`src/rtl/stg_pkg.sv`:
```
// shared constants, types and helper functions of the skyrmion texture generator
package stg_pkg;

    localparam int GRID_SIDE    = 1024;
    localparam int ANGLE_STAGES = 16;
    localparam int TAB_LEN      = 24;
    localparam int CORDIC_N     = (ANGLE_STAGES < TAB_LEN) ? ANGLE_STAGES : TAB_LEN;
    localparam int SQRT_STEPS   = 32;
    localparam int DIV_STEPS    = 17;
    localparam int SIDE_DLY     = SQRT_STEPS + 1;
    // rotation result waits for the magnitude path
    localparam int CS_DLY       = 52 - 2 * CORDIC_N;
    localparam int PIPE_LEN     = 58;

    localparam logic [12:0] CELL_MAX = 13'(GRID_SIDE - 1);

    localparam logic signed [33:0] CORDIC_START = 34'sd652032874;
    localparam logic signed [33:0] QUARTER_S    = 34'sh40000000;
    localparam logic signed [33:0] HALF_S       = 34'sh80000000;
    localparam logic [31:0]        QUARTER_U    = 32'h40000000;
    localparam logic [31:0]        HALF_U       = 32'h80000000;

    localparam logic [3:0] REG_CELL_DX   = 4'd0;
    localparam logic [3:0] REG_CELL_DY   = 4'd1;
    localparam logic [3:0] REG_ORIGIN_X  = 4'd2;
    localparam logic [3:0] REG_ORIGIN_Y  = 4'd3;
    localparam logic [3:0] REG_RADIUS    = 4'd4;
    localparam logic [3:0] REG_WALL_KIND = 4'd5;
    localparam logic [3:0] REG_WINDING   = 4'd6;
    localparam logic [3:0] REG_CORE_POL  = 4'd7;

    typedef struct packed {
        logic [55:0] den;
        logic [55:0] num;
        logic        neg;
        logic        zero;
    } mag_side_t;

    typedef struct packed {
        logic [39:0] n;
        logic [39:0] d;
    } norm_t;

    typedef struct packed {
        logic neg;
        logic zero;
    } mag_flag_t;

    function automatic logic [31:0] atan_entry(input logic [4:0] i);
        logic [31:0] a;
        unique case (i)
            5'd0:  a = 32'd536870912;
            5'd1:  a = 32'd316933406;
            5'd2:  a = 32'd167458907;
            5'd3:  a = 32'd85004756;
            5'd4:  a = 32'd42667331;
            5'd5:  a = 32'd21354465;
            5'd6:  a = 32'd10680862;
            5'd7:  a = 32'd5340245;
            5'd8:  a = 32'd2670163;
            5'd9:  a = 32'd1335087;
            5'd10: a = 32'd667544;
            5'd11: a = 32'd333772;
            5'd12: a = 32'd166886;
            5'd13: a = 32'd83443;
            5'd14: a = 32'd41722;
            5'd15: a = 32'd20861;
            5'd16: a = 32'd10430;
            5'd17: a = 32'd5215;
            5'd18: a = 32'd2608;
            5'd19: a = 32'd1304;
            5'd20: a = 32'd652;
            5'd21: a = 32'd326;
            5'd22: a = 32'd163;
            5'd23: a = 32'd81;
            default: a = 32'd0;
        endcase
        return a;
    endfunction

    // halve numerator and denominator together until the denominator is below 2^40
    function automatic norm_t norm_pair(input logic [63:0] n_in, input logic [63:0] d_in);
        logic [63:0] n;
        logic [63:0] d;
        norm_t       r;
        n = n_in;
        d = d_in;
        for (int j = 4; j >= 0; j--) begin
            if (d >= (64'd1 << (39 + (1 << j)))) begin
                n = n >> (1 << j);
                d = d >> (1 << j);
            end
        end
        r.n = n[39:0];
        r.d = d[39:0];
        return r;
    endfunction

    function automatic logic [15:0] sat_q15(input logic signed [51:0] v);
        logic [15:0] r;
        if (v > 52'sd32767) begin
            r = 16'h7fff;
        end else if (v < -52'sd32767) begin
            r = 16'h8001;
        end else begin
            r = v[15:0];
        end
        return r;
    endfunction

endpackage

```
`src/rtl/stg_vec_cell.sv`:
```
// one vectoring cordic cell: rotates (x,y) towards the x axis and sums the angle
module stg_vec_cell import stg_pkg::*; (
    input  logic               aclk,
    input  logic               en,
    input  logic [4:0]         stage,
    input  logic signed [53:0] x_in,
    input  logic signed [53:0] y_in,
    input  logic [31:0]        z_in,
    output logic signed [53:0] x_out,
    output logic signed [53:0] y_out,
    output logic [31:0]        z_out
);

    logic signed [53:0] x_reg;
    logic signed [53:0] y_reg;
    logic [31:0]        z_reg;
    logic signed [53:0] x_sh;
    logic signed [53:0] y_sh;
    logic [31:0]        step_ang;

    assign x_sh     = x_in >>> stage;
    assign y_sh     = y_in >>> stage;
    assign step_ang = atan_entry(stage);

    always_ff @(posedge aclk) begin
        if (en) begin
            if (!y_in[53]) begin
                x_reg <= x_in + y_sh;
                y_reg <= y_in - x_sh;
                z_reg <= z_in + step_ang;
            end else begin
                x_reg <= x_in - y_sh;
                y_reg <= y_in + x_sh;
                z_reg <= z_in - step_ang;
            end
        end
    end

    assign x_out = x_reg;
    assign y_out = y_reg;
    assign z_out = z_reg;

endmodule

```
`config.mk`:
```
export PLATFORM = sky130hd
export DESIGN_NAME = stg_vec_cell
export DESIGN_NICKNAME = d
export VERILOG_FILES = /design/src/rtl/stg_pkg.sv /design/src/rtl/stg_vec_cell.sv
export SDC_FILE = /design/constraint.sdc
export NUM_CORES = 1
export LEC_CHECK = 0
export ABC_AREA = 1
export BUFFER_PORTS_ARGS = -buffer_cell sky130_fd_sc_hd__clkbuf_2
export CAP_MARGIN = 25
export CORE_ASPECT_RATIO = 2
export CORE_MARGIN = 2
export CORE_UTILIZATION = 50
export DETAILED_ROUTE_END_ITERATION = 7
export GPL_TIMING_DRIVEN = 0
export PLACE_DENSITY = 0.7
export REMOVE_ABC_BUFFERS = 1
export SETUP_SLACK_MARGIN = 0.05
export SLEW_MARGIN = 30
export SYNTH_ARGS = -nofsm -noshare
export SYNTH_HDL_FRONTEND = slang
export SYNTH_SLANG_ARGS = --single-unit
```
`constraint.sdc`:
```
create_clock -name aclk -period 6.3 [get_ports aclk]
set_clock_uncertainty 0.2 [all_clocks]
set_input_delay 1.26 -clock aclk [delete_from_list [all_inputs] [get_ports aclk]]
set_output_delay 1.26 -clock aclk [all_outputs]
set_load 0.05 [all_outputs]
```
Word level (Yosys, flattened, before mapping)
Memories as Yosys holds them, arrays and structs flattened. Cells that the tools add are included.

Add/sub/neg operators: 6. Shift-type cells: 2. Multiplexer cells: 3.

Operators with widths (number): 54-bit adder (2); 54-bit two-way mux (2); 54-bit by 5-bit >>> shifter with 54-bit output (2); 54-bit subtractor (2); 32-bit adder (1); 32-bit two-way mux (1); 32-bit subtractor (1).

Bits in registers: 140. ROM bits: 960. Output and inout bits: 140. Memories: 1.

Memory list: (no name shown) (words 32, bits a word 30, read ports 1, clocked after memory_dff 0, write ports 0, RTL line stg_pkg.sv:51) `unique case (i)`.

Longest topological paths before layout
Depth after elaboration: 3. Depth in mapped cells: 38. Depth with buffers taken out: 36.

Worst setup path before layout
Ideal clock, no wire load.

Kind: input -> register. From: in stage[0]. To: reg y_reg[38] (netlist: y_out[38]), data pin. Library setup time: 257 ps. Data arrival time: 4940 ps. Path slack: 903 ps. Stages: 31. Path through: buf_6 buf_6 buf_6 nand2_2 nand3_1 nand3_1 nand3_1 nand3_1 nand2_1 inv_2 ha_1 nand3_1 nor2_1 nand2_2 nor2_8 nand2_4 o21ai_4 xor2_1 inv_1 ha_1 nand2_1 nor2_1 inv_1 nor4_1 a21oi_1 o21ai_0 nand2_1 nand2_1 nand2_1 nand2_1 xor2_1.

Word-level cells in the longest chain between the ends: 3. Elaborated cells on any way between the ends: 4.

RTL lines: start: declaration (RTL line stg_vec_cell.sv:5) `input logic [4:0] stage,`; 54-bit by 5-bit >>> shifter with 54-bit output (*) (RTL line stg_vec_cell.sv:21) `assign x_sh = x_in >>> stage;`; 54-bit subtractor or 54-bit adder (tied branches) (RTL line stg_vec_cell.sv:29, stg_vec_cell.sv:33); 54-bit two-way mux (*) (RTL line stg_vec_cell.sv:27) `if (!y_in[53]) begin`; end signal: assignment (RTL line stg_vec_cell.sv:29) `y_reg <= y_in - x_sh;`; end signal: assignment (RTL line stg_vec_cell.sv:33) `y_reg <= y_in + x_sh;`; end: declaration (RTL line stg_vec_cell.sv:15) `logic signed [53:0] y_reg;`.

Mark *: on every way between the ends. The rest lies on a longest branch, timed or not. A chain may end at the register's enable or synchronous reset.

Final worst setup path
From: in stage[2]. To: reg x_reg[50] (netlist: x_out[50]), data pin.

Word-level cells in the longest chain between the ends: 3. Elaborated cells on any way between the ends: 4.

RTL lines: 54-bit by 5-bit >>> shifter with 54-bit output (*) (RTL line stg_vec_cell.sv:22) `assign y_sh = y_in >>> stage;`; 54-bit adder or 54-bit subtractor (tied branches) (RTL line stg_vec_cell.sv:28, stg_vec_cell.sv:32); 54-bit two-way mux (*) (RTL line stg_vec_cell.sv:27); end signal: assignment (RTL line stg_vec_cell.sv:28) `x_reg <= x_in + y_sh;`; end signal: assignment (RTL line stg_vec_cell.sv:32) `x_reg <= x_in - y_sh;`; end: declaration (RTL line stg_vec_cell.sv:14) `logic signed [53:0] x_reg;`.

Marks and branches as above.

==> results.md <==
* CTS Buffer Depth at 2
* Clock sinks at 140
* Crit path kind: primary input to flip-flop
* Final core occ at between 50 and 60%
* Worst setup SP type: primary input
* Mean Syn Cell Area at between 5 and 6 um2
* Global-route wire length before repair at 147,000 um
* Tcrit/Tclk final at 96.9%
* Clock slew at reported path FFs at approximately 0.08 ns
* Slowest cell delay on critical path at ~0.56 ns
* Ys async rst share at 0%
* CP Max Fanout at 55
* Largest net degree at the start of global routing at 110
* Dpl hpwl at 79,800 um
* Effective utilization at floorplan at about 50%
* Area Overhead vs Synth at 11.0%
* Final hold slack at 0.938 ns
* Count of final max-slew check failures at 0
* F_max at 0.164 GHz
* Sequential Area at around 0.0042 mm2
* Seq/Total Area, Yosys at 17.4%
* Largest cells by area after synthesis: nand2_1 (20%), edfxtp_1 (17%), nand3_1 (15%)
* DR vias at 28,713
* First-pass DRT Iterations at 7
* GRT overflow at 0
* Critical Path Slowest Stage Cell: nor4_2
* Max Cap Viol at 0
* NumNets Final at 4,539
* Arr. time, crit path at 6.12 ns
* #FFs+latches synth at 140
* Wirelength per Cell at approximately 20 um
* Die area at 0.0503 mm2
* Unrepaired setup endpoints after global routing: false
* Post-Syn Area at 0.0242 mm2
* CTS tree: done
* PortBufs at between 200 and 300
* Synth Instances at roughly 4,000
* Most common cell in the netlist: nand2_1
* Synth cell count leaders: nand2_1 (1,300), nand3_1 (706), nor2_1 (355), inv_1 (328), a21oi_1 (190)
* Synth cell types at 57
* Vias in the first global route at 25,523
* PnR worst setup slack at 0.193 ns
* Post-synth EDFFs at 140
* Overall routing resource usage at 37.6%
* FP Rows at 114
* Slew at the pin closest to its max-slew limit at 0.833 ns
* CTS root buf: clkbuf_16
* Fin crit period at just over 6 ns
* Peak VDD IR at roughly 0.23 mV
* Filler instances at 5,142
* Synth warn at 0
* Area taken by multi-input logic gates at 0.0179 mm2
* Die X at approximately 160 um
* Iter 0 DRT Violations at 3,355
* Leak pwr at 13.4 nW
* Post-synth top area share at 20.2%
* Die Y at 315 um
* Commonest register cell after synthesis: edfxtp_1
* Hold_sp: y_in[0]
* Slew HR at 44.2%
* CTS H-tree lvls at 4
* Vias per std cell at 5.87
* Initial antenna violation count at 0
* I/O pin cnt at 287
* DRC viols at 0
* Core ar. at 0.0481 mm2
* WL final at 100,000 um
* Tightest Hold Check Type: primary input to flip-flop
* Setup violations, final at 0
* Cell accounting for the most synthesized area: nand2_1
* Hold violation count in the final report at 0
* Routability Congestion at 0.983
* WP data required at 6.31 ns
* PD cells at 255 mW/mm2
* Antenna viol nets, final at 0
* # Post-CTS Setup Buffers at 0
* Antenna diode count at 0
* Power Total at 0.00686 W
* Layout cell share with drive strength beyond 1 at 11.3%
* Placement Setup Slack at -0.961 ns
* CP startpoint: stage[2]
* CTS Buf Count at 17
* CP Capture Type: flip-flop
* Status: complete, no violations
worst max-delay path: cells and delay by family:
family	cells	cell delay [ns]
AOI/OAI and AO/OA	4	0.64
adders and majority gates	2	0.60
and+or+nand+nor	12	2.31
xor gates and xnor gates	2	0.35
buffers and inverters	5	0.86
where the power goes:
group / switching, W / internal [W]
Combinational: 0.00313 / 0.00116
Clock: 0.000509 / 0.000595
Sequential: 0.0000701 / 0.00141
Total: 0.00371 / 0.00316
what timing repair did:
action | 4_1_cts | 5_1_grt
cloned | 1 | 6
hold buffers | 0 | 0
hold endpoints to repair | 0 | 0
endpoints found under the setup margin | 43 | 54
gates resized for setup | 11 | 38
layer usage:
metal	global-route usage, %	vias to the layer above	share of wire [%]
met5	0	-	0
met2	59.9	1533	44
met1	50.0	12966	41
met3	3.43	276	8.4
li1	-	13938	-
met4	21.6	0	6.7
flip-flops by register name, indices dropped and copies added, names as in the netlist:
name,flops
x_out,54
y_out,54
z_out,32
placed cells by master (no fill, tap or decap), drive strengths merged, types with 15 or more instances in the layout:
master,count
clkbuf,305
o21bai,18
ha,152
nor3,33
xor2,162
nand2,1335
o21ai,171
buf,15
a31oi,37
a21oi,191
a21o,18
edfxtp,140
nand4,44
nor2,388
inv,365
xnor2,59
nand3,722
final timing paths:
path                   to  slack [ns]  cells past startpoint
min    y_out[0]$_DFFE_PP_        0.94                      2
max   x_out[50]$_DFFE_PP_        0.19                     25
area by class of cell:
type,count,area share [%]
Clock inverter,13,0.577
Tap cell,638,2.97
Timing Repair inverter,2,0.0838
Multi-Input combinational cell,3413,66.6
Sequential cell,140,15.6
Inverter,361,5.30
Timing Repair Buffer,302,7.21
Clock buffer,19,1.61
stage by stage:
| step | cells | setup TNS, ns | instance area (um2) |
|---|---|---|---|
| floorplan | 3914 | 0 | 23300 |
| global placement | 4838 | -446.92 | 25600 |
| detailed placement | 4849 | -35.82 | 25900 |
| CTS | 4882 | 0 | 26600 |
| global route | 4888 | 0 | 26900 |
| finish | 4888 | 0 | 26900 |
kinds of logic (layout without fill, tap and decap cells):
family	after synthesis	after routing	share of synthesized area, %
and+or+nand+nor	2544	2544	45.5
buffers and inverters	502	697	9.25
AOI/OAI and AO/OA	493	493	11.8
xor gates and xnor gates	221	221	8.00
adders and majority gates	155	155	8.11
DFF	140	140	17.4
No activity file was read; power rests on OpenSTA's default activity.
