**config.mk**
```make
export PLATFORM = sky130hd
export DESIGN_NAME = stg_div_cell
export DESIGN_NICKNAME = d
export VERILOG_FILES = /design/src/rtl/stg_pkg.sv /design/src/rtl/stg_div_cell.sv
export SDC_FILE = /design/constraint.sdc
export NUM_CORES = 1
export LEC_CHECK = 0
export BUFFER_PORTS_ARGS = -buffer_cell sky130_fd_sc_hd__buf_2
export CAP_MARGIN = 15
export CELL_PAD_IN_SITES_DETAIL_PLACEMENT = 0
export CELL_PAD_IN_SITES_GLOBAL_PLACEMENT = 1
export CORE_MARGIN = 4
export CORE_UTILIZATION = 35
export DETAILED_ROUTE_END_ITERATION = 10
export PLACE_DENSITY = 0.8
export SETUP_SLACK_MARGIN = 0.2
export SLEW_MARGIN = 20
export SYNTH_ARGS = -nofsm -noshare
export SYNTH_HDL_FRONTEND = slang
export SYNTH_SLANG_ARGS = --single-unit
```
**constraint.sdc**
```tcl
create_clock -name aclk -period 2.3 [get_ports aclk]
set_input_delay 0.23 -clock aclk [delete_from_list [all_inputs] [get_ports aclk]]
set_output_delay 0.23 -clock aclk [all_outputs]
set_load 0.01 [all_outputs]
```
**src/rtl/stg_pkg.sv**
```systemverilog
// shared constants, types and helper functions of the skyrmion texture generator
package stg_pkg;

    localparam int GRID_SIDE    = 1024;
    localparam int ANGLE_STAGES = 16;
    localparam int TAB_LEN      = 24;
    localparam int CORDIC_N     = (ANGLE_STAGES < TAB_LEN) ? ANGLE_STAGES : TAB_LEN;
    localparam int SQRT_STEPS   = 32;
    localparam int DIV_STEPS    = 17;
    localparam int SIDE_DLY     = SQRT_STEPS + 1;
    // rotation result waits for the magnitude path
    localparam int CS_DLY       = 52 - 2 * CORDIC_N;
    localparam int PIPE_LEN     = 58;

    localparam logic [12:0] CELL_MAX = 13'(GRID_SIDE - 1);

    localparam logic signed [33:0] CORDIC_START = 34'sd652032874;
    localparam logic signed [33:0] QUARTER_S    = 34'sh40000000;
    localparam logic signed [33:0] HALF_S       = 34'sh80000000;
    localparam logic [31:0]        QUARTER_U    = 32'h40000000;
    localparam logic [31:0]        HALF_U       = 32'h80000000;

    localparam logic [3:0] REG_CELL_DX   = 4'd0;
    localparam logic [3:0] REG_CELL_DY   = 4'd1;
    localparam logic [3:0] REG_ORIGIN_X  = 4'd2;
    localparam logic [3:0] REG_ORIGIN_Y  = 4'd3;
    localparam logic [3:0] REG_RADIUS    = 4'd4;
    localparam logic [3:0] REG_WALL_KIND = 4'd5;
    localparam logic [3:0] REG_WINDING   = 4'd6;
    localparam logic [3:0] REG_CORE_POL  = 4'd7;

    typedef struct packed {
        logic [55:0] den;
        logic [55:0] num;
        logic        neg;
        logic        zero;
    } mag_side_t;

    typedef struct packed {
        logic [39:0] n;
        logic [39:0] d;
    } norm_t;

    typedef struct packed {
        logic neg;
        logic zero;
    } mag_flag_t;

    function automatic logic [31:0] atan_entry(input logic [4:0] i);
        logic [31:0] a;
        unique case (i)
            5'd0:  a = 32'd536870912;
            5'd1:  a = 32'd316933406;
            5'd2:  a = 32'd167458907;
            5'd3:  a = 32'd85004756;
            5'd4:  a = 32'd42667331;
            5'd5:  a = 32'd21354465;
            5'd6:  a = 32'd10680862;
            5'd7:  a = 32'd5340245;
            5'd8:  a = 32'd2670163;
            5'd9:  a = 32'd1335087;
            5'd10: a = 32'd667544;
            5'd11: a = 32'd333772;
            5'd12: a = 32'd166886;
            5'd13: a = 32'd83443;
            5'd14: a = 32'd41722;
            5'd15: a = 32'd20861;
            5'd16: a = 32'd10430;
            5'd17: a = 32'd5215;
            5'd18: a = 32'd2608;
            5'd19: a = 32'd1304;
            5'd20: a = 32'd652;
            5'd21: a = 32'd326;
            5'd22: a = 32'd163;
            5'd23: a = 32'd81;
            default: a = 32'd0;
        endcase
        return a;
    endfunction

    // halve numerator and denominator together until the denominator is below 2^40
    function automatic norm_t norm_pair(input logic [63:0] n_in, input logic [63:0] d_in);
        logic [63:0] n;
        logic [63:0] d;
        norm_t       r;
        n = n_in;
        d = d_in;
        for (int j = 4; j >= 0; j--) begin
            if (d >= (64'd1 << (39 + (1 << j)))) begin
                n = n >> (1 << j);
                d = d >> (1 << j);
            end
        end
        r.n = n[39:0];
        r.d = d[39:0];
        return r;
    endfunction

    function automatic logic [15:0] sat_q15(input logic signed [51:0] v);
        logic [15:0] r;
        if (v > 52'sd32767) begin
            r = 16'h7fff;
        end else if (v < -52'sd32767) begin
            r = 16'h8001;
        end else begin
            r = v[15:0];
        end
        return r;
    endfunction

endpackage

```
**src/rtl/stg_div_cell.sv**
```systemverilog
// one restoring division step: one quotient bit per cell
module stg_div_cell import stg_pkg::*; (
    input  logic        aclk,
    input  logic        en,
    input  logic [39:0] rem_in,
    input  logic [39:0] den_in,
    input  logic [16:0] low_in,
    input  logic [16:0] quo_in,
    output logic [39:0] rem_out,
    output logic [39:0] den_out,
    output logic [16:0] low_out,
    output logic [16:0] quo_out
);

    logic [39:0] rem_reg;
    logic [39:0] den_reg;
    logic [16:0] low_reg;
    logic [16:0] quo_reg;
    logic [40:0] part;

    assign part = {rem_in, low_in[16]};

    always_ff @(posedge aclk) begin
        if (en) begin
            if (part >= {1'b0, den_in}) begin
                rem_reg <= 40'(part - {1'b0, den_in});
                quo_reg <= {quo_in[15:0], 1'b1};
            end else begin
                rem_reg <= part[39:0];
                quo_reg <= {quo_in[15:0], 1'b0};
            end
            den_reg <= den_in;
            low_reg <= {low_in[15:0], 1'b0};
        end
    end

    assign rem_out = rem_reg;
    assign den_out = den_reg;
    assign low_out = low_reg;
    assign quo_out = quo_reg;

endmodule

```
# [Word-level counts from Yosys, hierarchy flattened]
# Index checks and enable logic that the tools add are counted.
[word_totals] ff_bits=113 elab_cells=8 input_bits=116 out_inout_bits=114
[classes] add_sub_neg=1 muxes=2 order_cmp=1
[ops] op="greater-or-equal comparator 41 x 40 -> 1 bit" count=1
[ops] op="2-to-1 mux 40 bit" count=1
[ops] op="subtractor 40 bit" count=1
[ops] op="2-to-1 mux 1 bit" count=1

# [Longest topological paths before layout]
# Gate-level depths: netlist of the first run.
[logic_depth] ltp_word=2 mapped_depth=13 depth_no_buf=11

# [Worst setup path before layout of the first run]
# OpenSTA, ideal clock, no wires.
[synth_timing] kind="input-to-reg" startpoint="in den_in[16]" endpoint="reg rem_reg[21], in the netlist rem_out[21] (data pin)" cell_stages=11 setup_ns=0.260 setup_slack_ns=-0.160 arrival_time_ns=2.200 required_time_ns=2.040 path_buffers=2 cell_sequence="inv_1 ha_1 buf_6 a21oi_4 o21ai_1 or3_1 a21oi_2 o21ai_1 a31oi_2 buf_6 mux2_2"
[synth_between] elab_chain_len=2 word_cells_on_any_way=3 classes_between="add/sub (1); order compare (1); mux (1)"
[synth_rtl] item="start, declared" line_no="stg_div_cell.sv:6" rtl="input logic [39:0] den_in,"
[synth_rtl] item="subtractor 40 bit / greater-or-equal comparator 41 x 40 -> 1 bit (equally long branches)" line_no="stg_div_cell.sv:26, stg_div_cell.sv:25"
[synth_rtl] item="2-to-1 mux 40 bit *" line_no="stg_div_cell.sv:25" rtl="if (part >= {1'b0, den_in}) begin"
[synth_rtl] item="end signal, assigned" line_no="stg_div_cell.sv:26" rtl="rem_reg <= 40'(part - {1'b0, den_in});"
[synth_rtl] item="end signal, assigned" line_no="stg_div_cell.sv:29" rtl="rem_reg <= part[39:0];"
[synth_rtl] item="end, declared" line_no="stg_div_cell.sv:15" rtl="logic [39:0] rem_reg;"
# Every way passes the cells marked *; elsewhere a longest branch is shown, timed or not.
# A chain may end at the register's enable or synchronous reset.

# [Worst setup path after layout of the first run]
[layout_timing] startpoint="in low_in[16]" endpoint="reg rem_reg[28], in the netlist rem_out[28] (data pin)"
[layout_between] elab_chain_len=2 word_cells_on_any_way=3 classes_between="add/sub (1); order compare (1); mux (1)"
[layout_rtl] item="start, declared" line_no="stg_div_cell.sv:7" rtl="input logic [16:0] low_in,"
[layout_rtl] item="subtractor 40 bit / greater-or-equal comparator 41 x 40 -> 1 bit (equally long branches)" line_no="stg_div_cell.sv:26, stg_div_cell.sv:25"
[layout_rtl] item="2-to-1 mux 40 bit *" line_no="stg_div_cell.sv:25"
# Marks and branches as above.

==> impl_metrics.csv, run 1 <==
group,metric,value,unit
power_and_ir_drop,seqPwrFrac,34.7,%
clocking,numCtsBuffers,17,
drt,vias,6361,
power_and_ir_drop,p_clk_share,34.9,%
synth,synth_edf_count,113,
hold_path,whs_path_depth,1,
synth,synth.most_common_cell,"edfxtp_1",
grt,grt_max_degree,68,
sta,setup_viol_count_final,0,
drt,drc,0,
drt,drt_first_pass_iters,5,
drt,drt_iter0_markers,304,
sta,grt_setup_unrepaired,"true",
synth,synthFlopType,"edfxtp_1",
power_and_ir_drop,switchingPower,2.26,mW
layout,final_nets,1215,
place,postPlaceCellArea,9230,um2
synth,ys_top_cells_by_area,"edfxtp_1, ha_1, nand2_1",
layout,fin_area,11400,um2
synth,synthTopCellsByCount,"edfxtp_1, nand2_1, o21ai_0",
power_and_ir_drop,power,7.47,mW
drt,antenna_left,0,
grt,track_usage,19.3,%
sta,max-slew-margin-rel,56.6,%
worst_setup_path,setup.worst_path.end_class,"flip-flop",
die,rows,49,
power_and_ir_drop,ir_drop,0.514,mV
power_and_ir_drop,p_leak,4.97,nW
hold_path,hp-class,"in2reg",
clocking,htreeDepth,4,
layout,layout-drive-gt1-share,52.2,%
sta,setup_tns,0,ns
place,finalWeightedCongestion,0.844,
job,maxCapViolations,0,
die,fp.dieH,145,um
drt,post_drt_wl_per_cell,16.4,um
grt,grt_pass1_wl,31700,um
clocking,cts_buffer_depth,2,
grt,gr-total-overflow,0,
worst_setup_path,crit_arrival,2.36,ns
clocking,cts_num_sinks,113,
layout,stdcell_count,1300,
synth,seq_area_frac_synth,51.8,%
drt,drt-vias-per-instance,4.89,
place,hpwl,15100,um
die,die-area,21000,um2
grt,antenna_found_initial,0,
grt,grt_pass1_vias,6369,
die,io_pins,230,
drt,wl,21400,um
worst_setup_path,required,2.47,ns
synth,syn_nets,768,
place,io_buffers,227,
synth,synth_cell_type_count,67,
sta,period_needed,2.19,ns
layout,nFillCells,1445,
worst_setup_path,start_kind,"input pin",
power_and_ir_drop,switching_share,30.2,%
layout,area_delta_synth_final,74.5,%
synth,synth_seq_cells,113,
synth,async_flop_share,0,%
sta,worst_slew_pin_slew,0.643,ns
layout,diodes,0,
synth,synth_area_leader_cell,"edfxtp_1",
sta,finalCritPeriodShare,95.2,%
worst_setup_path,worstPathMaxFanout,5,
clocking,path_clk_slew,0.06,ns
status,status,"finished, final reports clean",
synth,netlist_instances,611,
die,coreArea,18200,um2
place,dp.cells,1176,
worst_setup_path,worstSetupPathType,"in2reg",
power_and_ir_drop,internal_power,5.22,mW
clocking,cts_tree,"yes",
die,initial_utilization,36.0,%
sta,finalHoldViolations,0,
power_and_ir_drop,p_comb_share,30.3,%
clocking,cts_root_buffer,"clkbuf_16",
die,die_w,145,um
power_and_ir_drop,power.density,653,nW/um2
sta,final_max_slew_viol_count,0,
synth,yosysTopAreaCellShare,51.8,%
sta,timing.fmax,457,MHz
synth,syn_area,6550,um2
synth,avgSynthCellArea,10.7,um2
synth,yosys_warnings,0,
==> registers in the layout (all words and copies together), names as in the netlist <==
register	count
quo_out	17
low_out	16
rem_out	40
den_out	40
==> power groups by stage <==
stage	clock network (mW)	registers, mW	logic [mW]
after floorplan	0	2.77	0.872
after global placement	0	2.63	1.83
after detailed placement	0	2.64	1.85
after CTS	2.66	2.60	2.07
after global routing	2.77	2.62	2.45
final	2.61	2.60	2.27
==> through the flow <==
| stage | util [%] | hold WS [ns] | worst slack [ns] |
|---|---|---|---|
| final | 62.8 | 0.0204 | 0.110 |
| after global routing | 62.8 | 0.0121 | 0.0127 |
| after CTS | 59.4 | 0.00322 | 0.182 |
| after detailed placement | 50.7 | 0.408 | -0.440 |
| after global placement | 50.7 | 0.407 | -0.469 |
| after floorplan | - | 0.329 | 0.0146 |
==> area by class of cell <==
| type | count | area [um2] | share of cell area (%) |
|---|---|---|---|
| Tap cell | 229 | 287 | 2.51 |
| Timing Repair Buffer | 457 | 3260 | 28.5 |
| Clock inverter | 15 | 154 | 1.35 |
| Inverter | 52 | 243 | 2.12 |
| Multi-Input combinational cell | 417 | 3680 | 32.2 |
| Clock buffer | 17 | 425 | 3.72 |
| Sequential cell | 113 | 3390 | 29.7 |
==> worst max-delay path, stage by stage <==
cell and delay [ns]:
buf_6 0.10, inv_4 0.06, ha_4 0.15, fa_2 0.20, nand2b_4 0.13, a21oi_4 0.06
o211ai_1 0.26, nand2_1 0.16, a221o_2 0.48, a21boi_2 0.18, buf_4 0.13, xor2_1 0.15
o21ai_1 0.09
==> worst paths after layout <==
path | start | to | slack (ns)
min | den_in[20] | den_out[20]$_DFFE_PP_ | 0.02
max | low_in[16] | rem_out[28]$_DFFE_PP_ | 0.11
==> routing by layer <==
metal	wire [um]	track usage [%]	share of wire [%]
met5	0	0	0
met4	287	5.15	1.3
met3	1260	4.60	5.9
met2	11100	34.2	52
met1	8750	23.4	41
==> logic make-up after synthesis <==
group	count (synthesis)	synth area share, %
compound gates	174	17.2
flops	113	51.8
other cells	1	0.0572
xor+xnor	34	4.54
simple gates	161	11.9
fa+ha+maj	41	7.94
buf+inv	81	5.65
mux	6	0.955
==> what timing repair did <==
action | CTS | global route
setup endpoints to repair | 31 | 41
pin swaps | 30 | 64
gates resized for setup | 68 | 105
setup buffers | 11 | 18
hold endpoints to repair | 60 | 3
hold buffers | 60 | 3
==> cell usage in the layout (no fill, tap or decap), drive strengths merged, types with 3 or more instances in the layout <==
| master | netlist | final |
|---|---|---|
| a21oi | 46 | 46 |
| o21bai | 5 | 5 |
| nor4 | 6 | 6 |
| clkbuf | 14 | 17 |
| xor2 | 15 | 15 |
| nand3 | 11 | 11 |
| mux2i | 4 | 4 |
| o221ai | 3 | 3 |
| o311ai | 3 | 3 |
| nand2b | 4 | 4 |
| a21o | 11 | 11 |
| a31oi | 6 | 6 |
| buf | 15 | 394 |
| edfxtp | 113 | 113 |
| clkinv | 0 | 7 |
| nand2 | 71 | 71 |
| o21ai | 58 | 58 |
| a211oi | 4 | 4 |
| xnor2 | 19 | 19 |
| nor2b | 7 | 7 |
| dlygate4sd3 | 0 | 63 |
| and3 | 4 | 4 |
| ha | 40 | 40 |
| nor3 | 6 | 6 |
| inv | 52 | 58 |
| nand4 | 16 | 16 |
| o21a | 8 | 8 |
| o211ai | 5 | 5 |
| nor2 | 28 | 28 |
Note: power is estimated with default switching activity, not from simulation.
==> inputs of run 2 (changes only) <==
--- a/config.mk
+++ b/config.mk
@@ -5,7 +5,7 @@
 export SDC_FILE = /design/constraint.sdc
 export NUM_CORES = 1
 export LEC_CHECK = 0
-export BUFFER_PORTS_ARGS = -buffer_cell sky130_fd_sc_hd__buf_2
+export BUFFER_PORTS_ARGS = -buffer_cell sky130_fd_sc_hd__buf_4
 export CAP_MARGIN = 15
 export CELL_PAD_IN_SITES_DETAIL_PLACEMENT = 0
 export CELL_PAD_IN_SITES_GLOBAL_PLACEMENT = 1
==> run 2 against run 1 <==
  * Design area up 2.0%
  * Flip-flop and latch count unchanged
  * First-iteration DRC count up 11%
==> impl_metrics.csv, run 2 (synthesis gave the netlist of run 1 again) <==
group,metric,value,unit
sta,worst_slack,0.104,ns
worst_setup_path,worstPathMaxFanout,4,
place,finalWeightedCongestion,0.844,
worst_setup_path,setup.worst_path.end_class,"flip-flop",
worst_setup_path,setup.worst_path.end,"rem_out[39]$_DFFE_PP_",
sta,finalCritPeriodShare,95.5,%
sta,grt_setup_unrepaired,"true",
die,rows,49,
layout,layout-drive-gt1-share,49.3,%
status,status,"finished, final reports clean",
sta,setup_tns,0,ns
grt,grt_pass1_vias,6439,
grt,grt_max_degree,56,
grt,grt_pass1_wl,31900,um
sta,final_max_slew_viol_count,0,
worst_setup_path,startpoint,"den_in[10]",
grt,antenna_found_initial,0,
power_and_ir_drop,ir_drop,0.498,mV
layout,final_nets,1194,
die,die-area,21000,um2
die,die_w,145,um
drt,post_drt_wl_per_cell,16.7,um
clocking,cts_buffer_depth,2,
drt,vias,6291,
die,fp.dieH,145,um
drt,drt_first_pass_iters,4,
place,io_buffers,227,
drt,antenna_left,0,
power_and_ir_drop,p_leak,5.03,nW
power_and_ir_drop,power.density,645,nW/um2
layout,area_delta_synth_final,77.9,%
sta,timing.fmax,455,MHz
clocking,cts_tree,"yes",
drt,drc,0,
hold_path,hp-class,"in2reg",
layout,diodes,0,
place,pre_cts_ws,-0.457,ns
die,initial_utilization,36.0,%
hold_path,hp-start,"den_in[2]",
layout,final_cell_mix,"buf_4, edfxtp_1, dlygate4sd3_1, nand2_1, inv_1",
worst_setup_path,path_depth,15,
drt,drt-vias-per-instance,4.92,
die,io_pins,230,
grt,gr-total-overflow,0,
clocking,path_clk_slew,0.06,ns
sta,setup_viol_count_final,0,
layout,mostFrequentLayoutCell,"buf_4",
worst_setup_path,cp_cell_sequence,"buf_12 > inv_12 > ha_4 > buf_6 > buf_4 > nand4_1 > o221ai_2 > and2_1 > nor3_2 > buf_4 > o311ai_4 > buf_6 > a31oi_4 > xor2_1 > o21ai_1",
worst_setup_path,crit_path_top_delay_cell,"ha_4",
clocking,cts_root_buffer,"clkbuf_16",
drt,drt_iter0_markers,336,
worst_setup_path,worstSetupPathType,"in2reg",
sta,finalHoldViolations,0,
die,coreArea,18200,um2
sta,period_needed,2.20,ns
sta,worst_slew_pin_slew,0.507,ns
clocking,htreeDepth,4,
worst_setup_path,start_kind,"input pin",
clocking,numCtsBuffers,17,
worst_setup_path,required,2.46,ns
worst_setup_path,crit_arrival,2.36,ns
place,hpwl,15200,um
layout,seqCellArea,3390,um2
worst_setup_path,crit_path_max_incr_delay,0.29,ns
worst_setup_path,cp_num_buf_inv,6,
clocking,cts_num_sinks,113,
layout,nFillCells,1416,
layout,multi_input_area,3590,um2
grt,track_usage,19.3,%
sta,max-slew-margin-rel,65.7,%
power_and_ir_drop,power,7.53,mW
drt,wl,21400,um
job,maxCapViolations,0,
worst_setup_path,path_delay_family,"buffers and inverters",
run 2: cell count changes in the layout (fill, tap and decap cells not counted), sizes merged:
cell         change
buf             -24
dlygate4sd3      +3
run 2: worst min-delay path by stage:
stage / slack, ns / end / depth (start not counted)
5_1_grt: 0.003 / den_out[2]$_DFFE_PP_ / 1
4_1_cts: 0.0008 / den_out[9]$_DFFE_PP_ / 1
3_3_place_gp: 0.41 / quo_out[14]$_DFFE_PP_ / 1
2_1_floorplan: 0.33 / den_out[0]$_DFFE_PP_ / 0
6_report: 0.02 / den_out[2]$_DFFE_PP_ / 1
3_5_place_dp: 0.41 / low_out[6]$_DFFE_PP_ / 1
run 2: what timing repair did:
item,CTS,global route
pin swaps,20,37
gates resized for setup,53,74
setup buffers,8,7
setup endpoints to repair,32,38
hold buffers,64,2
endpoints found under the hold margin,64,2
run 2: power breakdown:
part | switching, mW | internal, mW | total [mW]
clock | 1.07 | 1.52 | 2.59
combinational | 1.09 | 1.24 | 2.33
sequential | 0.0637 | 2.54 | 2.61
total | 2.22 | 5.30 | 7.53
run 2: metrics by stage:
step / instances / area, um2 / hold WS [ns] / utilization, %
5_1_grt: 1279 / 11700 / 0.00315 / 64.0
3_3_place_gp: 1166 / 9720 / 0.408 / 53.4
4_1_cts: 1270 / 11200 / 0.000811 / 61.8
6_report: 1279 / 11700 / 0.0211 / 64.0
2_1_floorplan: 611 / 6960 / 0.329 / -
3_5_place_dp: 1166 / 9720 / 0.410 / 53.4
run 2: cell type report:
| cell class | count | area share (%) |
|---|---|---|
| Sequential cell | 113 | 29.1 |
| Clock buffer | 17 | 3.65 |
| Multi-Input combinational cell | 417 | 30.8 |
| Timing Repair Buffer | 436 | 30.7 |
| Clock inverter | 15 | 1.30 |
| Tap cell | 229 | 2.46 |
| Inverter | 52 | 2.02 |
run 2: routing by layer:
metal	share of wire, %	vias to the layer above	wire length, um	GRT usage, %
met2	51	184	11000	34.4
met5	0	-	0	0
met1	41	2971	8770	23.0
met3	5.9	26	1270	4.80
met4	1.6	0	347	5.30
li1	-	3110	-	-
