--- config.mk ---
export PLATFORM = sky130hd
export DESIGN_NAME = stg_sqrt_cell
export DESIGN_NICKNAME = d
export VERILOG_FILES = /design/src/rtl/stg_pkg.sv /design/src/rtl/stg_sqrt_cell.sv
export SDC_FILE = /design/constraint.sdc
export NUM_CORES = 1
export LEC_CHECK = 0
export BUFFER_PORTS_ARGS = -buffer_cell sky130_fd_sc_hd__buf_2
export CELL_PAD_IN_SITES_DETAIL_PLACEMENT = 1
export CELL_PAD_IN_SITES_GLOBAL_PLACEMENT = 1
export CORE_MARGIN = 10
export CORE_UTILIZATION = 41
export CTS_BUF_LIST = sky130_fd_sc_hd__clkbuf_8
export CTS_CLUSTER_DIAMETER = 100
export DETAILED_ROUTE_END_ITERATION = 8
export PLACE_DENSITY = 0.84
export SLEW_MARGIN = 0
export SYNTH_ARGS = -nofsm -noshare
export SYNTH_HDL_FRONTEND = slang
export SYNTH_SLANG_ARGS = --single-unit
export TNS_END_PERCENT = 30
--- constraint.sdc ---
create_clock -name aclk -period 5.2 [get_ports aclk]
set_input_delay 0.26 -clock aclk [delete_from_list [all_inputs] [get_ports aclk]]
set_output_delay 0.26 -clock aclk [all_outputs]
set_load 0.005 [all_outputs]
--- src/rtl/stg_pkg.sv ---
// shared constants, types and helper functions of the skyrmion texture generator
package stg_pkg;

    localparam int GRID_SIDE    = 1024;
    localparam int ANGLE_STAGES = 16;
    localparam int TAB_LEN      = 24;
    localparam int CORDIC_N     = (ANGLE_STAGES < TAB_LEN) ? ANGLE_STAGES : TAB_LEN;
    localparam int SQRT_STEPS   = 32;
    localparam int DIV_STEPS    = 17;
    localparam int SIDE_DLY     = SQRT_STEPS + 1;
    // rotation result waits for the magnitude path
    localparam int CS_DLY       = 52 - 2 * CORDIC_N;
    localparam int PIPE_LEN     = 58;

    localparam logic [12:0] CELL_MAX = 13'(GRID_SIDE - 1);

    localparam logic signed [33:0] CORDIC_START = 34'sd652032874;
    localparam logic signed [33:0] QUARTER_S    = 34'sh40000000;
    localparam logic signed [33:0] HALF_S       = 34'sh80000000;
    localparam logic [31:0]        QUARTER_U    = 32'h40000000;
    localparam logic [31:0]        HALF_U       = 32'h80000000;

    localparam logic [3:0] REG_CELL_DX   = 4'd0;
    localparam logic [3:0] REG_CELL_DY   = 4'd1;
    localparam logic [3:0] REG_ORIGIN_X  = 4'd2;
    localparam logic [3:0] REG_ORIGIN_Y  = 4'd3;
    localparam logic [3:0] REG_RADIUS    = 4'd4;
    localparam logic [3:0] REG_WALL_KIND = 4'd5;
    localparam logic [3:0] REG_WINDING   = 4'd6;
    localparam logic [3:0] REG_CORE_POL  = 4'd7;

    typedef struct packed {
        logic [55:0] den;
        logic [55:0] num;
        logic        neg;
        logic        zero;
    } mag_side_t;

    typedef struct packed {
        logic [39:0] n;
        logic [39:0] d;
    } norm_t;

    typedef struct packed {
        logic neg;
        logic zero;
    } mag_flag_t;

    function automatic logic [31:0] atan_entry(input logic [4:0] i);
        logic [31:0] a;
        unique case (i)
            5'd0:  a = 32'd536870912;
            5'd1:  a = 32'd316933406;
            5'd2:  a = 32'd167458907;
            5'd3:  a = 32'd85004756;
            5'd4:  a = 32'd42667331;
            5'd5:  a = 32'd21354465;
            5'd6:  a = 32'd10680862;
            5'd7:  a = 32'd5340245;
            5'd8:  a = 32'd2670163;
            5'd9:  a = 32'd1335087;
            5'd10: a = 32'd667544;
            5'd11: a = 32'd333772;
            5'd12: a = 32'd166886;
            5'd13: a = 32'd83443;
            5'd14: a = 32'd41722;
            5'd15: a = 32'd20861;
            5'd16: a = 32'd10430;
            5'd17: a = 32'd5215;
            5'd18: a = 32'd2608;
            5'd19: a = 32'd1304;
            5'd20: a = 32'd652;
            5'd21: a = 32'd326;
            5'd22: a = 32'd163;
            5'd23: a = 32'd81;
            default: a = 32'd0;
        endcase
        return a;
    endfunction

    // halve numerator and denominator together until the denominator is below 2^40
    function automatic norm_t norm_pair(input logic [63:0] n_in, input logic [63:0] d_in);
        logic [63:0] n;
        logic [63:0] d;
        norm_t       r;
        n = n_in;
        d = d_in;
        for (int j = 4; j >= 0; j--) begin
            if (d >= (64'd1 << (39 + (1 << j)))) begin
                n = n >> (1 << j);
                d = d >> (1 << j);
            end
        end
        r.n = n[39:0];
        r.d = d[39:0];
        return r;
    endfunction

    function automatic logic [15:0] sat_q15(input logic signed [51:0] v);
        logic [15:0] r;
        if (v > 52'sd32767) begin
            r = 16'h7fff;
        end else if (v < -52'sd32767) begin
            r = 16'h8001;
        end else begin
            r = v[15:0];
        end
        return r;
    endfunction

endpackage

--- src/rtl/stg_sqrt_cell.sv ---
// one digit of the integer square root: takes two radicand bits, yields one root bit
module stg_sqrt_cell import stg_pkg::*; (
    input  logic        aclk,
    input  logic        en,
    input  logic [33:0] rem_in,
    input  logic [31:0] root_in,
    input  logic [63:0] rad_in,
    output logic [33:0] rem_out,
    output logic [31:0] root_out,
    output logic [63:0] rad_out
);

    logic [33:0] rem_reg;
    logic [31:0] root_reg;
    logic [63:0] rad_reg;
    logic [35:0] part;
    logic [35:0] trial;

    assign part  = {rem_in, rad_in[63:62]};
    assign trial = {2'b00, root_in, 2'b01};

    always_ff @(posedge aclk) begin
        if (en) begin
            if (part >= trial) begin
                rem_reg  <= 34'(part - trial);
                root_reg <= {root_in[30:0], 1'b1};
            end else begin
                rem_reg  <= part[33:0];
                root_reg <= {root_in[30:0], 1'b0};
            end
            rad_reg <= {rad_in[61:0], 2'b00};
        end
    end

    assign rem_out  = rem_reg;
    assign root_out = root_reg;
    assign rad_out  = rad_reg;

endmodule

Word level (Yosys, flattened, before mapping)
Cells that the tools add are included.
- bits in writable memories: 0
- logic and storage cells: 7
- output and inout bits: 130
- bits in read-only memories: 0
- memories kept: 0
- register bits after elaboration: 128
- bits in latches: 0
- input port bits: 132
- add/sub/neg operators: 1
- bitwise logic cells: 0
- multiply operators: 0
- reductions and logical operators: 0
- eq/ne operators: 0
- divide/modulo/power cells: 0
- $lt $le $gt $ge: 1
- shift-type cells: 0
- multiplexer cells: 2
- operators by type and width (cell ; number):
    $ge A36 B34 Y1 ; 1
    $mux W34 ; 1
    $sub A34 B34 Y34 ; 1
    $mux W1 ; 1

Depth between registers and ports, before layout
Gate-level depths: netlist (run 1).
- word-level depth: 2
- depth in mapped cells: 13
- gate-level depth less buffers: 10

Worst setup path before layout (run 1)
Ideal clock, no wire load.
- kind: input to register
- start: input root_in[9]
- end: register rem_reg[27], in the netlist rem_out[27] (data pin)
- data required time: 4940 ps
- path slack: 2697 ps
- cell stages on the path: 10
- buffers on the path: 0
- setup time: 260 ps
- arrival: 2242 ps
- path through: inv_1 > ha_1 > a21o_1 > a31o_1 > a211oi_4 > o211ai_2 > a21bo_2 > mux2i_1 > o221ai_1 > mux2_4
- cells in the longest elaborated chain, start to end: 2
- elaborated cells between the ends (all ways): 3
- those cells by class: add/sub: 1; order compare: 1; mux: 1
- ends and longest elaborated chain (item ; RTL line ; source):
    start: declaration ; stg_sqrt_cell.sv:6 ; input logic [31:0] root_in,
    $sub A34 B34 Y34 / $ge A36 B34 Y1 (equally long branches) ; stg_sqrt_cell.sv:25, stg_sqrt_cell.sv:24 ;
    $mux W34 * ; stg_sqrt_cell.sv:24 ; if (part >= trial) begin
    end signal: assignment ; stg_sqrt_cell.sv:25 ; rem_reg <= 34'(part - trial);
    end signal: assignment ; stg_sqrt_cell.sv:28 ; rem_reg <= part[33:0];
    end: declaration ; stg_sqrt_cell.sv:13 ; logic [33:0] rem_reg;
Every way passes the cells marked *; elsewhere a longest branch is shown, timed or not.
A chain may end at the register's enable or synchronous reset.

Worst setup path after layout (run 1)
- start: input root_in[15]
- end: register rem_reg[27], in the netlist rem_out[27] (data pin)
Same word-level chain as after synthesis.

==> flow_metrics.env, run 1 <==
export IMPL_clk_path_buf_depth=2
export IMPL_relSlewSlack=0.3477
export IMPL_synth_seq_area_share=0.6087
export IMPL_multi_input_area_um2=2218
export IMPL_worst_setup_path_type="input pin to flip-flop"
export IMPL_preCtsSetupSlack_ns=1.733
export IMPL_synthCells=507
export IMPL_dieWidth_um=144.1
export IMPL_power_leakage_nw=4.059
export IMPL_dp_cells=941
export IMPL_crit_family="compound AO/OA/AOI/OAI gates"
export IMPL_critical_path_required_ns=5.42
export IMPL_grt_pass1_vias=6306
export IMPL_ys_types=62
export IMPL_viasPerCell=5.371
export IMPL_rsz0062_at_grt="false"
export IMPL_cts_tree="done"
export IMPL_worstMarginPinSlew_ns=0.9784
export IMPL_synthTopCellsByArea="edfxtp_1 (61%), ha_1 (6.7%), nand2_1 (3.4%)"
export IMPL_fillerInstances=1624
export IMPL_post_cts_setup_buffers=0
export IMPL_final_core_util=0.6035
export IMPL_hold_violations=0
export IMPL_die_area_um2=20770
export IMPL_outcome="finished clean"
export IMPL_coreArea_um2=15150
export IMPL_grt_ovfl_total=0
export IMPL_vias=5747
export IMPL_layout_setup_ws_ns=1.637
export IMPL_wl_per_cell_um=24.83
export IMPL_arrival_ns=3.78
export IMPL_clk_pin_slew_ns=0.08
export IMPL_finalSetupTns_ns=0
export IMPL_max_freq_mhz=280.6
export IMPL_setup_viol=0
export IMPL_totalWireLength_um=26570
export IMPL_yosys_most_used_dff="edfxtp_1"
export IMPL_drc=0
export IMPL_final_area_um2=9140
export IMPL_numClockSinks=128
export IMPL_drt_iter0_drc=409
export IMPL_cts_buffers=17
export IMPL_hold_path_class="input pin to flip-flop"
export IMPL_io_pins=262
export IMPL_finalPower_mw=2.884
export IMPL_drive_above_1_share=0.3588
export IMPL_place_congestion=0.8080
export IMPL_critical_path_startpoint="root_in[15]"
export IMPL_area_growth_pct=44.74
export IMPL_syn_area_um2=6315
export IMPL_min_delay_start="rem_in[7]"
export IMPL_ys_warn_count=0
export IMPL_grt_max_degree=72
export IMPL_grt_pass1_wl_um=38380
export IMPL_maxSlewViolCount=0
export IMPL_synth_edf_count=128
export IMPL_regArea_um2=3844
export IMPL_hold_slack_ns=0.1022
export IMPL_vdd_ir_drop_worst_mv=0.1551
export IMPL_cp_num_buf_inv=4
export IMPL_synth_common_cells="edfxtp_1 (128), nand2_1 (58), inv_1 (42)"
export IMPL_synth_top_cell_area_share=0.6087
export IMPL_port_buffer_count=259
export IMPL_maxCapViolCount=0
export IMPL_dpl_cell_area_um2=7777
export IMPL_start_util=0.4169
export IMPL_crit_path_cell_trace="dlygate4sd3_1 -> buf_2 -> inv_1 -> ha_1 -> a21o_1 -> a221oi_1 -> o31a_1 -> o221ai_1 -> a211oi_1 -> o21a_2 -> clkinv_2 -> mux2_4"
export IMPL_power_density_nw_per_um2=315.5
export IMPL_synthArstFlopShare=0
export IMPL_layout_cells_non_filler=1070
export IMPL_cts_root_buf="clkbuf_8"
export IMPL_h_tree_depth=4
export IMPL_critPathCaptureType="flip-flop"
export IMPL_cp_max_fo=43
export IMPL_min_path_cells=3
export IMPL_finalCritPeriodShare=0.6853
export IMPL_drt_first_pass_iters=5
export IMPL_drtAntennaViolNets=0
export IMPL_cpPeakStageDelay_ns=0.72
export IMPL_synth_most_common_cell="edfxtp_1"
export IMPL_period_minus_slack_ns=3.563
export IMPL_hpwl_um=16920
export IMPL_layout_nets=1031
export IMPL_antenna_found_initial=5
export IMPL_post_cts_resized=0
export IMPL_die_h_um=144.1
export IMPL_synth_seq_cells=128
export IMPL_track_usage=0.2470
export IMPL_syn_area_per_cell_um2=12.46
export IMPL_min_to="rem_out[9]"
export IMPL_yosysTopAreaCell="edfxtp_1"
export IMPL_critPathLaunchType="input pin"
export IMPL_rows=45
export IMPL_crit_slowest_cell="o21a_2"
[layer usage]
| metal | up-vias | global-route usage | wire [um] |
|---|---|---|---|
| met4 | 2 | 0.09887 | 707 |
| met3 | 48 | 0.07937 | 2244 |
| met1 | 2844 | 0.2561 | 9512 |
| met5 | - | 0 | 13 |
| met2 | 269 | 0.4500 | 14090 |
| li1 | 2584 | - | - |
[sequential cells by signal (all words and copies together) (netlist names)]
| register | flops |
|---|---|
| rad_out | 62 |
| root_out | 32 |
| rem_out | 34 |
[worst min-delay path, delay by kind of cell]
| kind | cells | cell delay (ns) |
|---|---|---|
| buffers and inverters | 1 | 0.09 |
| AND/OR/NAND/NOR | 1 | 0.04 |
| AO/OA/AOI/OAI | 1 | 0.06 |
[layout make-up]
| type | instances | share of cell area |
|---|---|---|
| flip-flops and latches | 128 | 0.4205 |
| repair buffers | 354 | 0.2460 |
| multi-input cells | 321 | 0.2427 |
| well taps | 188 | 0.02574 |
| clock buffers | 17 | 0.02560 |
| clock inverters | 15 | 0.02053 |
| inverters | 43 | 0.01780 |
| diodes | 4 | 0.001095 |
[worst max-delay path by stage]
stage / depth (start not counted) / slack, ns / endpoint
after floorplan: 10 / 2.70 / rem_out[27]
after global placement: 9 / 1.91 / rem_out[2]
after detailed placement: 9 / 1.73 / rem_out[3]
after CTS: 12 / 1.71 / rem_out[27]
after global routing: 12 / 1.39 / rem_out[8]
final: 12 / 1.64 / rem_out[27]
[kinds of logic (layout without fill, tap and decap cells)]
kind of cell | after synthesis | after routing | synth area share
AOI/OAI and AO/OA | 133 | 133 | 0.1476
DFF | 128 | 128 | 0.6087
and+or+nand+nor | 120 | 120 | 0.08877
buffers and inverters | 59 | 429 | 0.04081
adders and majority gates | 34 | 34 | 0.06737
xor gates and xnor gates | 27 | 27 | 0.03745
muxes | 5 | 5 | 0.008718
other | 1 | 6 | 0.0005938
[what timing repair did]
action                                  in CTS  in global routing
hold endpoints to repair                    91                  2
hold buffers                                91                  2
endpoints found under the setup margin       0                  0
[where the power goes]
part / leakage, nW / switching, mW / internal [mW]
logic: 2.59 / 0.340 / 0.273
clock network: 0.214 / 0.484 / 0.482
registers: 1.25 / 0.0414 / 1.26
[cells in the final DEF (no fill, tap or decap), types with 2 or more instances in the layout]
cell / netlist / layout
o31ai_1: 4 / 4
buf_2: 6 / 258
xor2_1: 13 / 13
o41ai_2: 3 / 3
inv_6: 0 / 2
o21ai_1: 4 / 4
nor3_1: 10 / 10
and2_2: 2 / 2
diode_2: 0 / 4
a21boi_0: 2 / 2
a21oi_1: 28 / 28
mux2i_1: 4 / 4
clkbuf_8: 1 / 17
inv_1: 42 / 43
o221ai_1: 2 / 2
buf_4: 2 / 2
nand2_1: 58 / 58
o211ai_1: 2 / 2
o21a_1: 3 / 2
nand2b_1: 5 / 5
a31o_1: 2 / 2
and3_2: 3 / 3
o31a_1: 2 / 2
a31oi_1: 4 / 4
bufinv_16: 0 / 3
a21o_1: 19 / 19
clkinv_4: 0 / 6
edfxtp_1: 128 / 128
nor2_1: 18 / 18
conb_1: 1 / 2
ha_1: 34 / 34
xnor2_1: 14 / 14
clkinv_2: 1 / 2
nand4_1: 6 / 6
nand3_1: 6 / 6
dlygate4sd3_1: 0 / 93
and2_1: 3 / 3
o21ai_0: 41 / 41
and3_1: 2 / 2
Power figures use the tool's default switching activity.
==> run 2: changes to the inputs <==
--- a/config.mk
+++ b/config.mk
@@ -5,15 +5,16 @@
 export SDC_FILE = /design/constraint.sdc
 export NUM_CORES = 1
 export LEC_CHECK = 0
+export ABC_AREA = 1
 export BUFFER_PORTS_ARGS = -buffer_cell sky130_fd_sc_hd__buf_2
 export CELL_PAD_IN_SITES_DETAIL_PLACEMENT = 1
 export CELL_PAD_IN_SITES_GLOBAL_PLACEMENT = 1
 export CORE_MARGIN = 10
-export CORE_UTILIZATION = 41
+export CORE_UTILIZATION = 33
 export CTS_BUF_LIST = sky130_fd_sc_hd__clkbuf_8
 export CTS_CLUSTER_DIAMETER = 100
 export DETAILED_ROUTE_END_ITERATION = 8
-export PLACE_DENSITY = 0.84
+export PLACE_DENSITY = 0.74
 export SLEW_MARGIN = 0
 export SYNTH_ARGS = -nofsm -noshare
 export SYNTH_HDL_FRONTEND = slang
==> constraint.sdc (replaced) <==
create_clock -name aclk -period 3.2 [get_ports aclk]
set_input_delay 0.16 -clock aclk [delete_from_list [all_inputs] [get_ports aclk]]
set_output_delay 0.16 -clock aclk [all_outputs]
set_load 0.005 [all_outputs]
==> run 2 against run 1 <==
Design area up 11%. Worst setup slack worse by 1.1 ns. Sequential power up 60%. Power is 63% higher. First-iteration DRC count decreased by 34%. Sequential cell count unchanged. Clock-buffer cell count is the same. Worst hold slack got worse by 0.037 ns. Die area grew 30%. Sequential share of layout area decreased by 4.3 points. Synthesized cell count grew 53%. Non-clock buffer count up 33. Critical endpoint is now rem_out[14].
==> flow_metrics.env, run 2 <==
export IMPL_synth_top_cell_area_share=0.5572
export IMPL_maxSlewViolCount=0
export IMPL_synthArstFlopShare=0
export IMPL_die_area_um2=27080
export IMPL_rsz0062_at_grt="false"
export IMPL_cp_num_buf_inv=4
export IMPL_final_core_util=0.4982
export IMPL_grt_max_degree=55
export IMPL_post_cts_setup_buffers=0
export IMPL_syn_area_um2=6898
export IMPL_arrival_ns=3.03
export IMPL_period_minus_slack_ns=2.709
export IMPL_antenna_found_initial=3
export IMPL_seqPwrFrac=0.446
export IMPL_mostFrequentLayoutCells="nand2_1 (288), buf_2 (258), inv_1 (139)"
export IMPL_final_common_cell="nand2_1"
export IMPL_dieWidth_um=164.6
export IMPL_drc=0
export IMPL_coreArea_um2=20430
export IMPL_combPwrFrac=0.228
export IMPL_drt_iter0_drc=270
export IMPL_crit_top_cell="nand2_1"
export IMPL_setup_viol=0
export IMPL_ys_warn_count=0
export IMPL_hold_violations=0
export IMPL_die_h_um=164.6
export IMPL_cts_buffers=17
export IMPL_finalCritPeriodShare=0.8466
export IMPL_grt_pass1_wl_um=41410
export IMPL_synthCells=775
export IMPL_cts_tree="done"
export IMPL_wl_per_cell_um=19.00
export IMPL_power_leakage_nw=5.074
export IMPL_layout_cells_non_filler=1460
export IMPL_drive_above_1_share=0.2595
export IMPL_layout_setup_ws_ns=0.4910
export IMPL_cpPeakStageDelay_ns=0.59
export IMPL_yosys_most_used_dff="edfxtp_1"
export IMPL_hpwl_um=19440
export IMPL_h_tree_depth=4
export IMPL_cp_max_fo=37
export IMPL_io_pins=262
export IMPL_crit_slowest_cell="dlygate4sd3_1"
export IMPL_worst_setup_path_type="input pin to flip-flop"
export IMPL_power_internal_mw=3.219
export IMPL_maxCapViolCount=0
export IMPL_viasPerCell=4.503
export IMPL_hold_slack_ns=0.06485
export IMPL_post_cts_resized=0
export IMPL_critPathCaptureType="flip-flop"
export IMPL_crit_family="buffers and inverters"
export IMPL_preCtsSetupSlack_ns=0.5582
export IMPL_clk_pin_slew_ns=0.09
export IMPL_final_area_um2=10180
export IMPL_track_usage=0.1988
export IMPL_finalSetupTns_ns=0
export IMPL_layout_nets=1340
export IMPL_synth_most_common_cell="nand2_1"
export IMPL_critical_path_required_ns=3.52
export IMPL_dp_cells=1300
export IMPL_power_density_nw_per_um2=461.4
export IMPL_worstMarginPinSlew_ns=0.7618
export IMPL_vias=6574
export IMPL_critPathLaunchType="input pin"
export IMPL_synth_common_cells="nand2_1 (288), inv_1 (139), edfxtp_1 (128)"
export IMPL_synth_seq_cells=128
export IMPL_totalWireLength_um=27750
export IMPL_drt_first_pass_iters=4
export IMPL_vdd_ir_drop_worst_mv=0.2299
export IMPL_drtAntennaViolNets=0
export IMPL_clkPwrFrac=0.326
export IMPL_power_switching_mw=1.477
export IMPL_outcome="finished clean"
export IMPL_synthTopCellsByArea="edfxtp_1 (56%), nand2_1 (16%), inv_1 (7.6%)"
export IMPL_grt_pass1_vias=7262
export IMPL_place_congestion=0.9021
export IMPL_rows=52
export IMPL_finalPower_mw=4.696
export IMPL_clk_path_buf_depth=2
export IMPL_max_freq_mhz=369.1
export IMPL_synth_seq_area_share=0.5572
export IMPL_area_growth_pct=47.56
export IMPL_hold_path_class="input pin to flip-flop"
export IMPL_hold_buffers=125
export IMPL_ys_types=25
export IMPL_start_util=0.3376
export IMPL_synth_edf_count=128
export IMPL_crit_path_cell_trace="dlygate4sd3_1 -> buf_2 -> ha_1 -> nand2_1 -> inv_1 -> nand2_1 -> nand2_1 -> nand2_1 -> nand2_1 -> a21oi_1 -> nand2_1 -> nand2_1 -> nand2_4 -> inv_4 -> nand2_1 -> nand2_1"
export IMPL_relSlewSlack=0.4922
export IMPL_syn_area_per_cell_um2=8.900
export IMPL_yosysTopAreaCell="edfxtp_1"
export IMPL_dpl_cell_area_um2=8514
export IMPL_power_switching_share=0.3145
export IMPL_numClockSinks=128
export IMPL_port_buffer_count=259
export IMPL_cts_root_buf="clkbuf_8"
export IMPL_grt_ovfl_total=0
export IMPL_largest_register_ffs=62
==> run 2: power by group through the flow <==
stage / Combinational [mW] / Clock (mW) / Sequential, mW
after floorplan: 0.441 / 0 / 2.15
after global placement: 0.919 / 0 / 2.11
after detailed placement: 0.938 / 0 / 2.12
after CTS: 1.07 / 1.56 / 2.09
after global routing: 1.20 / 1.63 / 2.11
final: 1.07 / 1.53 / 2.09
==> run 2: kinds of logic (layout without fill, tap and decap cells) <==
family / count (synthesis) / count (layout) / share of synthesized area
simple gates: 404 / 404 / 0.2387
other cells: 1 / 5 / 0.0005436
fa+ha+maj: 34 / 34 / 0.06167
buf+inv: 148 / 559 / 0.08689
compound gates: 42 / 42 / 0.03211
flops: 128 / 128 / 0.5572
xor+xnor: 18 / 18 / 0.02286
==> run 2: worst paths after layout <==
check  depth (start not counted)  slack, ns     endpoint       start
min                            3       0.06   rem_out[0]  rad_in[62]
max                           16       0.49  rem_out[14]  rem_in[13]
==> run 2: metal layers <==
metal / part of all wire / global-route usage
met4: 0.017 / 0.05274
met2: 0.51 / 0.3567
met1: 0.40 / 0.2241
met3: 0.074 / 0.05975
met5: 0 / 0
==> run 2: worst min-delay path, delay by kind of cell <==
family                 cells  cell delay [ns]
AND/OR/NAND/NOR            2             0.11
buffers and inverters      1             0.14
==> run 2: area by class of cell <==
| cell class | count | area (um2) |
|---|---|---|
| clock inverter | 15 | 171.4 |
| timing repair buffer | 387 | 2597 |
| clock buffer | 17 | 234.0 |
| multi-input combinational | 500 | 2459 |
| antenna | 3 | 7.507 |
| inverter | 140 | 528.0 |
| tap | 270 | 337.8 |
| sequential | 128 | 3844 |
| fill | 2474 | 10250 |
==> run 3: changes to the inputs <==
==> constraint.sdc (replaced) <==
create_clock -name aclk -period 2.3 [get_ports aclk]
set_input_delay 0.115 -clock aclk [delete_from_list [all_inputs] [get_ports aclk]]
set_output_delay 0.115 -clock aclk [all_outputs]
set_load 0.005 [all_outputs]
==> run 3 against run 2 <==
Core utilization increased by 1.4 points. Sequential share of layout area is 1.0 points lower. Largest cell class unchanged. Design area is 2.7% higher. Routed wire length increased by 0.32%. Final cell count rose by 1.2%. Worst hold slack better by 0.064 ns. Worst setup slack worse by 0.46 ns. Critical endpoint is now rem_out[27].
==> flow_metrics.env, run 3 (synthesized netlist as in run 2, its figures left out) <==
export IMPL_outcome="finished clean"
export IMPL_largest_register_ffs=62
export IMPL_maxSlewViolCount=0
export IMPL_period_minus_slack_ns=2.273
export IMPL_drive_above_1_share=0.2946
export IMPL_h_tree_depth=4
export IMPL_finalSetupTns_ns=0
export IMPL_maxCapViolCount=0
export IMPL_antenna_found_initial=4
export IMPL_place_congestion=0.8906
export IMPL_start_util=0.3376
export IMPL_min_delay_start="en"
export IMPL_clk_path_buf_depth=2
export IMPL_grt_ovfl_total=0
export IMPL_min_to="rad_out[47]"
export IMPL_grt_max_degree=42
export IMPL_mostFrequentLayoutCells="nand2_1 (280), buf_2 (258), inv_1 (138)"
export IMPL_cp_max_fo=4
export IMPL_port_buffer_count=259
export IMPL_die_h_um=164.6
export IMPL_layout_nets=1358
export IMPL_area_growth_pct=51.60
export IMPL_viasPerCell=4.582
export IMPL_crit_path_cell_trace="dlygate4sd3_1 -> buf_2 -> ha_1 -> buf_4 -> a21oi_1 -> o21ai_0 -> inv_1 -> nand2_1 -> nor2_1 -> nand3b_1 -> nand3_1 -> nand2_1"
export IMPL_cts_tree="done"
export IMPL_layout_cells_non_filler=1477
export IMPL_hold_path_class="input pin to flip-flop"
export IMPL_hpwl_um=20280
export IMPL_final_common_cell="nand2_1"
export IMPL_layout_setup_ws_ns=0.02737
export IMPL_dp_cells=1314
export IMPL_arrival_ns=2.48
export IMPL_hold_violations=0
export IMPL_die_area_um2=27080
export IMPL_vdd_ir_drop_worst_mv=0.3016
export IMPL_cts_root_buf="clkbuf_8"
export IMPL_dieWidth_um=164.6
export IMPL_drc=0
export IMPL_crit_family="buffers and inverters"
export IMPL_min_path_cells=1
export IMPL_crit_top_cell="nand2_1"
export IMPL_hold_slack_ns=0.1290
export IMPL_track_usage=0.1988
export IMPL_io_pins=262
export IMPL_vias=6767
export IMPL_totalWireLength_um=27830
export IMPL_clk_pin_slew_ns=0.08
export IMPL_power_leakage_nw=5.155
export IMPL_drtAntennaViolNets=0
export IMPL_worst_setup_path_type="input pin to flip-flop"
export IMPL_rows=52
export IMPL_cp_num_buf_inv=4
export IMPL_finalPower_mw=6.443
export IMPL_crit_slowest_cell="dlygate4sd3_1"
export IMPL_numClockSinks=128
export IMPL_grt_pass1_vias=7383
export IMPL_max_freq_mhz=440.0
export IMPL_setup_viol=0
export IMPL_power_density_nw_per_um2=616.1
export IMPL_drt_first_pass_iters=5
export IMPL_cpPeakStageDelay_ns=0.55
export IMPL_critPathLaunchType="input pin"
export IMPL_preCtsSetupSlack_ns=0.04022
export IMPL_drt_iter0_drc=317
export IMPL_cts_buffers=17
export IMPL_critPathCaptureType="flip-flop"
export IMPL_wl_per_cell_um=18.84
export IMPL_grt_pass1_wl_um=41750
export IMPL_coreArea_um2=20430
export IMPL_rsz0062_at_grt="true"
export IMPL_finalCritPeriodShare=0.9881
export IMPL_critical_path_required_ns=2.51
==> run 3: cell types whose count changed in the layout (fill, tap and decap cells not counted), moves of 5 or more <==
| cell | before | now |
|---|---|---|
| ha_4 | 0 | 5 |
| nand2_2 | 2 | 10 |
| buf_4 | 2 | 17 |
| nand2_1 | 288 | 280 |
| ha_2 | 0 | 7 |
| ha_1 | 34 | 22 |
==> run 3: worst max path at each step <==
stage | startpoint | endpoint | slack [ns] | cells after the start
2_1_floorplan | root_in[13] | rem_out[25] | 0.55 | 15
3_3_place_gp | root_in[13] | rem_out[18] | 0.11 | 16
3_5_place_dp | root_in[13] | rem_out[25] | 0.04 | 16
4_1_cts | rad_in[62] | rem_out[25] | 0.01 | 16
5_1_grt | root_in[9] | rem_out[28] | -0.02 | 17
6_report | rem_in[24] | rem_out[27] | 0.03 | 12
==> run 3: stage by stage <==
step | instance area [um2] | utilization
after global routing | 10460 | 0.5118
final | 10460 | 0.5119
after CTS | 10260 | 0.5023
after global placement | 8620 | 0.4219
after floorplan | 6902 | -
after detailed placement | 8620 | 0.4219
==> run 3: report_power, final <==
| part | switching (mW) | internal (mW) | total [mW] |
|---|---|---|---|
| logic | 0.886 | 0.691 | 1.58 |
| registers | 0.0662 | 2.84 | 2.91 |
| clock network | 1.07 | 0.888 | 1.96 |
| total | 2.02 | 4.42 | 6.44 |
==> run 3: routing by layer <==
layer,global-route usage,vias to the layer above,share of wire
met1,0.2187,3223,0.39
met2,0.3612,213,0.52
met3,0.05775,27,0.071
met5,0,-,0.00097
met4,0.06039,4,0.015
li1,-,3300,-
==> run 3: cell type report <==
| type | instances | area, um2 |
|---|---|---|
| Fill cell | 2458 | 9972 |
| Timing Repair Buffer | 405 | 2743 |
| Clock buffer | 17 | 234.0 |
| Tap cell | 270 | 337.8 |
| Multi-Input combinational cell | 500 | 2614 |
| Inverter | 140 | 533.0 |
| Clock inverter | 15 | 147.6 |
| Sequential cell | 128 | 3844 |
| Antenna cell | 2 | 5.005 |
==> run 3: repair_timing <==
| action | CTS | global route |
|---|---|---|
| endpoints found under the setup margin | 0 | 34 |
| resized for setup | 0 | 38 |
| setup buffers | 0 | 3 |
| hold buffers | 126 | 0 |
| hold endpoints to repair | 126 | 0 |
